[config.mk]
export PLATFORM = sky130hd
export DESIGN_NAME = rft_queue
export DESIGN_NICKNAME = d
export VERILOG_FILES = /design/src/design/rft_pkg.sv /design/src/design/rft_queue.sv
export SDC_FILE = /design/constraint.sdc
export NUM_CORES = 1
export LEC_CHECK = 0
export ABC_CLOCK_PERIOD_IN_PS = 5820
export BUFFER_PORTS_ARGS = -buffer_cell sky130_fd_sc_hd__clkbuf_2
export CORE_AREA = 4 4 82 141
export DETAILED_ROUTE_END_ITERATION = 8
export DIE_AREA = 0 0 86 145
export PLACE_DENSITY = 0.84
export REMOVE_ABC_BUFFERS = 1
export SYNTH_ARGS = -nofsm -noshare
export SYNTH_HDL_FRONTEND = slang
export SYNTH_SLANG_ARGS = --single-unit
[constraint.sdc]
create_clock -name clk -period 5.82 [get_ports clk]
set_clock_uncertainty 0.2 [all_clocks]
set_input_delay 0.582 -clock clk [delete_from_list [all_inputs] [get_ports clk]]
set_output_delay 0.582 -clock clk [all_outputs]
set_load 0.03 [all_outputs]
[src/design/rft_pkg.sv]
// shared types, codes and constants of the rds2 file transfer group sequencer
package rft_pkg;

    localparam int OPCODE_W    = 2;
    localparam int ADDR_W      = 18;
    localparam int VALUE_W     = 16;
    localparam int BLOCK_W     = 16;
    localparam int KIND_W      = 2;
    localparam int LEN_W       = 18;
    localparam int SEG_W       = 15;
    localparam int CHUNK_W     = 9;
    localparam int SEG_CNT_W   = 16;
    localparam int CHUNK_CNT_W = 10;
    localparam int PHASE_W     = 4;
    localparam int BYTE_W      = 8;
    localparam int CFG_INDEX_W = 3;
    localparam int CFG_DATA_W  = 18;

    localparam int SEGMENT_BYTES = 5;
    localparam int QUEUE_DEPTH   = 4;

    localparam int DEFAULT_MAX_FILE_BYTES = 163840;
    localparam int DEFAULT_MAX_CHUNKS     = 512;

    localparam logic [OPCODE_W-1:0] OP_WRITE_BYTE = 2'd0;
    localparam logic [OPCODE_W-1:0] OP_WRITE_CRC  = 2'd1;
    localparam logic [OPCODE_W-1:0] OP_EMIT       = 2'd2;

    localparam logic [KIND_W-1:0] KIND_META = 2'd0;
    localparam logic [KIND_W-1:0] KIND_CRC  = 2'd1;
    localparam logic [KIND_W-1:0] KIND_DATA = 2'd2;

    localparam logic [CFG_INDEX_W-1:0] REG_PIPE_NUMBER  = 3'd0;
    localparam logic [CFG_INDEX_W-1:0] REG_FILE_LENGTH  = 3'd1;
    localparam logic [CFG_INDEX_W-1:0] REG_CRC_MODE     = 3'd2;
    localparam logic [CFG_INDEX_W-1:0] REG_FILE_VERSION = 3'd3;
    localparam logic [CFG_INDEX_W-1:0] REG_FILE_IDENT   = 3'd4;

    localparam logic [3:0] PIPE_RESET     = 4'd8;
    localparam logic [2:0] CRC_MODE_RESET = 3'd7;

    localparam logic [BLOCK_W-1:0] ODA_AID        = 16'hFF7F;
    localparam logic [BLOCK_W-1:0] DATA_HEADER    = 16'(2 << 12);
    localparam logic [BLOCK_W-1:0] VARIANT_HEADER = 16'((2 << 6) << 8);
    localparam logic [LEN_W-1:0]   CHUNK64_ABOVE  = 18'd81960;
    localparam logic [LEN_W-1:0]   CHUNK32_ABOVE  = 18'd40960;

    // ceil(len / 5) as ((len + 4) * 52429) >> 18, exact for len + 4 below 2**18
    localparam int              RECIP_W     = 16;
    localparam logic [RECIP_W-1:0] RECIP_5  = 16'd52429;
    localparam int              RECIP_SHIFT = 18;

    localparam logic [2:0] CHUNK_SHIFT_16 = 3'd4;
    localparam logic [2:0] CHUNK_SHIFT_32 = 3'd5;
    localparam logic [2:0] CHUNK_SHIFT_64 = 3'd6;

    typedef enum logic [1:0] {
        CMD_WRITE_BYTE,
        CMD_WRITE_CRC,
        CMD_EMIT
    } cmd_t;

    typedef struct packed {
        cmd_t                cmd;
        logic [ADDR_W-1:0]   address;
        logic [VALUE_W-1:0]  value;
    } entry_t;

    typedef struct packed {
        logic [3:0]             pipe;
        logic [LEN_W-1:0]       file_length;
        logic [2:0]             crc_mode;
        logic [2:0]             version;
        logic [5:0]             ident;
        logic [LEN_W-1:0]       eff_len;
        logic [SEG_CNT_W-1:0]   seg_count;
        logic [CHUNK_CNT_W-1:0] chunk_count;
        logic                   settling;
    } cfg_t;

endpackage

[src/design/rft_queue.sv]
// short command queue between front and back end
module rft_queue (
    input  logic            clk,
    input  logic            rst_n,
    input  logic            push,
    input  rft_pkg::entry_t push_entry,
    input  logic            pop,
    output rft_pkg::entry_t head,
    output logic            empty,
    output logic            full
);
    import rft_pkg::*;

    localparam int PTR_W = (QUEUE_DEPTH > 1) ? $clog2(QUEUE_DEPTH) : 1;
    localparam int CNT_W = $clog2(QUEUE_DEPTH + 1);
    localparam logic [PTR_W-1:0] LAST_PTR = PTR_W'(QUEUE_DEPTH - 1);
    localparam logic [CNT_W-1:0] FULL_CNT = CNT_W'(QUEUE_DEPTH);

    entry_t            slots [QUEUE_DEPTH];
    logic [PTR_W-1:0]  wr_ptr_reg;
    logic [PTR_W-1:0]  wr_ptr_next;
    logic [PTR_W-1:0]  rd_ptr_reg;
    logic [PTR_W-1:0]  rd_ptr_next;
    logic [CNT_W-1:0]  count_reg;
    logic [CNT_W-1:0]  count_next;
    logic              do_push;
    logic              do_pop;

    assign empty   = count_reg == '0;
    assign full    = count_reg == FULL_CNT;
    assign do_push = push && !full;
    assign do_pop  = pop && !empty;
    assign head    = slots[rd_ptr_reg];

    always_comb
    begin
        wr_ptr_next = wr_ptr_reg;
        rd_ptr_next = rd_ptr_reg;
        count_next  = count_reg;
        if (do_push)
        begin
            wr_ptr_next = (wr_ptr_reg == LAST_PTR) ? '0 : wr_ptr_reg + 1'b1;
        end
        if (do_pop)
        begin
            rd_ptr_next = (rd_ptr_reg == LAST_PTR) ? '0 : rd_ptr_reg + 1'b1;
        end
        if (do_push && !do_pop)
        begin
            count_next = count_reg + 1'b1;
        end
        else if (do_pop && !do_push)
        begin
            count_next = count_reg - 1'b1;
        end
    end

    always_ff @(posedge clk or negedge rst_n)
    begin
        if (!rst_n)
        begin
            wr_ptr_reg <= '0;
            rd_ptr_reg <= '0;
            count_reg  <= '0;
        end
        else
        begin
            wr_ptr_reg <= wr_ptr_next;
            rd_ptr_reg <= rd_ptr_next;
            count_reg  <= count_next;
        end
    end

    always_ff @(posedge clk)
    begin
        if (do_push)
        begin
            slots[wr_ptr_reg] <= push_entry;
        end
    end

endmodule

After elaboration in Yosys (flattened, before gate mapping)

Memory sizes are Yosys's and may differ from the RTL's.
Cells that the tools add are included.

Register bits after elaboration: 7
Bits in latches: 0
Bits in writable memories: 144
Bits in read-only memories: 0
Input bits: 40
Output and inout port bits: 38
Logic and storage cells: 27
Memories kept: 1

Memory list:

| name  | words | width | rd ports | clocked after memory_dff | wr ports | line            | RTL |
|---|---|---|---|---|---|---|---|
| slots | 4     | 36    | 1        | 0                        | 1        | rft_queue.sv:19 | `entry_t slots [QUEUE_DEPTH];` |

Add/sub/neg operators: 4
Multiply operators: 0
Div/mod/pow operators: 0
Magnitude comparators: 0
Equality and inequality tests: 3
Shifts and indexed selects: 0
Muxes and demuxes: 6
Bitwise logic cells: 0
Reduce and logical (&&, ||, !) cells: 10

Operator list:

| operator            | number |
|---|---|
| $mux 3              | 2 |
| $add 2x1->2 const B | 2 |
| $eq 2x2->1 const B  | 2 |
| $logic_and 1x1->1   | 4 |
| $logic_not 1->1     | 4 |
| $mux 2              | 2 |
| $add 3x1->3 const B | 1 |
| $eq 3x3->1 const B  | 1 |
| $logic_not 3->1     | 1 |
| $sub 3x1->3 const B | 1 |
| $mux 1              | 2 |
| $reduce_bool 2->1   | 1 |

Longest topological paths before layout

Depth after elaboration: 7
Mapped depth: 9

Worst setup path before layout

OpenSTA, ideal clock, no wires.

Path type: register to register
Start: reg count_reg[0]
End: reg count_reg[1]
Setup time: 0.125 ns
Data arrival time: 2.123 ns
Slack: 3.372 ns
Stages on the path, launching flop included: 8
Cells stage by stage: dfrtp_1 > nor3b_2 > nor2b_1 > buf_2 > ha_1 > inv_1 > fa_1 > mux2_2

RTL lines:

| element                | line            | RTL |
|---|---|---|
| from (decl)            | rft_queue.sv:24 | `logic [CNT_W-1:0] count_reg;` |
| from (signal assigned) | rft_queue.sv:70 | `count_reg <= count_next;` |
| $eq 3x3->1             | rft_queue.sv:30 | `assign full = count_reg == FULL_CNT;` |
| net full               | rft_queue.sv:10 | `output logic full` |
| $logic_not 1->1        | rft_queue.sv:31 | `assign do_push = push && !full;` |
| $logic_and 1x1->1      | rft_queue.sv:31 |  |
| net do_push            | rft_queue.sv:26 | `logic do_push;` |
| $logic_and 1x1->1      | rft_queue.sv:48 | `if (do_push && !do_pop)` |
| $mux 3                 | rft_queue.sv:48 |  |
| net count_next[1]      | rft_queue.sv:25 | `logic [CNT_W-1:0] count_next;` |

The timed path passes the listed nets, and every way through them passes these cells. The select of a mux whose other input is x is not followed.
A chain may end at the register's enable or synchronous reset.

==> flow_metrics.py <==
metrics = {
    "run_status": {
        "status": "completed",
    },
    "synth": {
        "synth_top_cell_by_area": "edfxtp_1",
        "synth_cells": 225,
        "synth_top_cell_area_share": 0.767,
        "ys_seq_area_frac": 0.798,
        "ys_types": 20,
        "synth_seq_cells": 151,
        "synth_area_leaders": "edfxtp_1, mux4_2, dfrtp_1",
        "yosysWarnings": 0,
        "syn_area_per_cell_um2": 25.1,
        "synthesis.area_um2": 5640,
    },
    "sta": {
        "final_hold_viol_count": 0,
        "post-route-min-period_ns": 2.96,
        "post-route-period-util": 0.509,
        "rsz0062_at_grt": "no",
        "final-setup-viol-count": 0,
        "finalMaxSlewViolations": 0,
        "tns_ns": 0,
        "relSlewSlack": 0.338,
        "worstMarginPinSlew_ns": 0.992,
        "timing.fmax_mhz": 338,
    },
    "placed_design": {
        "placed_cells": 421,
        "io_buffers": 77,
        "placed_area_um2": 6140,
        "gp_congestion": 0.716,
        "hpwlAfterDp_um": 5680,
    },
    "floorplanning": {
        "placementRows": 49,
        "fp.dieW_um": 86,
        "fp.dieArea_um2": 12500,
        "coreArea_um2": 10400,
        "die_h_um": 145,
        "ioPinCount": 78,
        "initial_utilization": 0.544,
    },
    "grt": {
        "grt.overflow.total": 0,
        "grt_pass1_wl_um": 14900,
        "grt_start_max_net_pins": 40,
        "grt_pass1_vias": 2839,
        "grt_use_total": 0.164,
        "antenna_found_initial": 0,
    },
    "layout": {
        "instances_no_fill": 453,
        "mostFrequentLayoutCell": "edfxtp_1",
        "fin_area_um2": 6710,
        "fillers": 691,
        "regArea_um2": 4500,
        "largest_register_ffs": 144,
        "antennaDiodeCount": 0,
        "drive_gt1_frac": 0.472,
        "nNetsFinal": 361,
        "layout_common_cells": "edfxtp_1, clkbuf_2, mux4_2",
        "multi_input_area_um2": 1070,
        "area_growth_syn_to_layout_pct": 19.0,
    },
    "drt": {
        "postRouteAntennaNets": 0,
        "drt_first_pass_iters": 4,
        "post_drt_via_cell_ratio": 5.54,
        "route.vias.total": 2509,
        "drcViolationCount": 0,
        "routed_wl_um": 9310,
        "drt-initial-drc-count": 122,
        "wl_per_cell_um": 20.5,
    },
    "power": {
        "leakage_nw": 2.35,
        "pwr_density_cell_nw_per_um2": 561,
        "irDropWorstVdd_mv": 0.397,
        "power_mw": 3.76,
    },
    "run": {
        "timing.max_cap.violations": 0,
    },
    "clock_tree": {
        "path_clk_slew_ns": 0.06,
        "htreeDepth": 4,
        "cts_max_path_buffers": 2,
        "cts_tree": "built",
        "cts_resized": 0,
        "cts.sinks": 151,
        "clockRootBuffer": "clkbuf_16",
        "cts_inserted_buffers": 17,
        "insertion_delay_ns": 0.40,
    },
    "critical_path": {
        "required_ns": 5.04,
        "crit_type": "reg2out",
        "startpoint_type": "flop",
        "cp.arrival_ns": 2.18,
        "crit_path_end_kind": "output port",
        "worst-path-max-fanout": 39,
    },
    "min_path": {
        "hold_class": "in2reg",
    },
}
report_power, final:
group	switching, mW	total, mW	internal (mW)
Sequential	0.126	1.57	1.44
Combinational	0.727	1.17	0.447
Clock	0.393	1.02	0.624
Total	1.25	3.76	2.52
worst paths after layout:
check	startpoint	endpoint	slack, ns	depth (start not counted)
worst max-delay path	rd_ptr_reg[0]	head[5]	2.86	3
worst min-delay path	push_entry[10]	slots[3][10]	0.19	1
worst max register to register	count_reg[2]	slots[3][6]	3.30	3
worst min register to register	count_reg[2]	count_reg[2]	0.34	1
max in group asynchronous	rst_n	rd_ptr_reg[0]	4.90	2
min in group asynchronous	rst_n	count_reg[2]	0.34	2
repair_timing:
| item | CTS | global route |
|---|---|---|
| endpoints found under the hold margin | 7 | 0 |
| hold buffers | 1 | 0 |
| buffers inserted | 0 | 0 |
area by class of cell:
type | instances | share of cell area
tap | 127 | 0.0237
sequential | 151 | 0.671
multi-input combinational | 62 | 0.160
clock inverter | 13 | 0.0200
inverter | 3 | 0.00168
timing repair buffer | 79 | 0.0601
clock buffer | 18 | 0.0640
worst max-delay path: stages, from the launching register on:
cell and delay (ns):
dfrtp_2 0.34, buf_4 0.60, mux4_2 0.63, clkbuf_2 0.21
Yosys cell counts:
| cell | number |
|---|---|
| fa_1 | 1 |
| nor2_1 | 2 |
| nor2b_1 | 1 |
| a21o_1 | 1 |
| xnor2_1 | 1 |
| inv_1 | 3 |
| mux2_4 | 2 |
| dfrtp_1 | 7 |
| and2_1 | 4 |
| edfxtp_1 | 144 |
| xor2_1 | 2 |
| nor3_1 | 2 |
| buf_4 | 1 |
| buf_2 | 6 |
| nor3b_2 | 1 |
| ha_1 | 6 |
| mux4_2 | 36 |
| buf_6 | 2 |
| mux2_2 | 2 |
| o31ai_2 | 1 |
per-layer routing:
| metal | track usage | vias to the layer above | wire, um |
|---|---|---|---|
| li1 | - | 1128 | - |
| met1 | 0.176 | 1297 | 3300 |
| met2 | 0.284 | 63 | 5330 |
| met3 | 0.0510 | 21 | 380 |
| met4 | 0.0824 | 0 | 288 |
| met5 | 0 | - | 0 |
metrics by stage:
stage	util	hold WS [ns]	worst slack, ns
after global routing	0.648	0.181	2.70
after global placement	0.592	0.226	3.24
after CTS	0.648	0.177	2.78
final	0.648	0.192	2.86
after detailed placement	0.592	0.228	3.14
after floorplan	-	0.0864	2.70
kinds of logic (layout without fill, tap and decap cells):
family,Yosys count,after routing,share of synthesized area
buffers and inverters,12,113,0.0127
adders and majority gates,7,7,0.0169
muxes,40,40,0.153
xor gates and xnor gates,3,3,0.00466
and+or+nand+nor,10,10,0.0109
AOI/OAI and AO/OA,2,2,0.00355
DFF,151,151,0.798
Power figures use the tool's default switching activity.
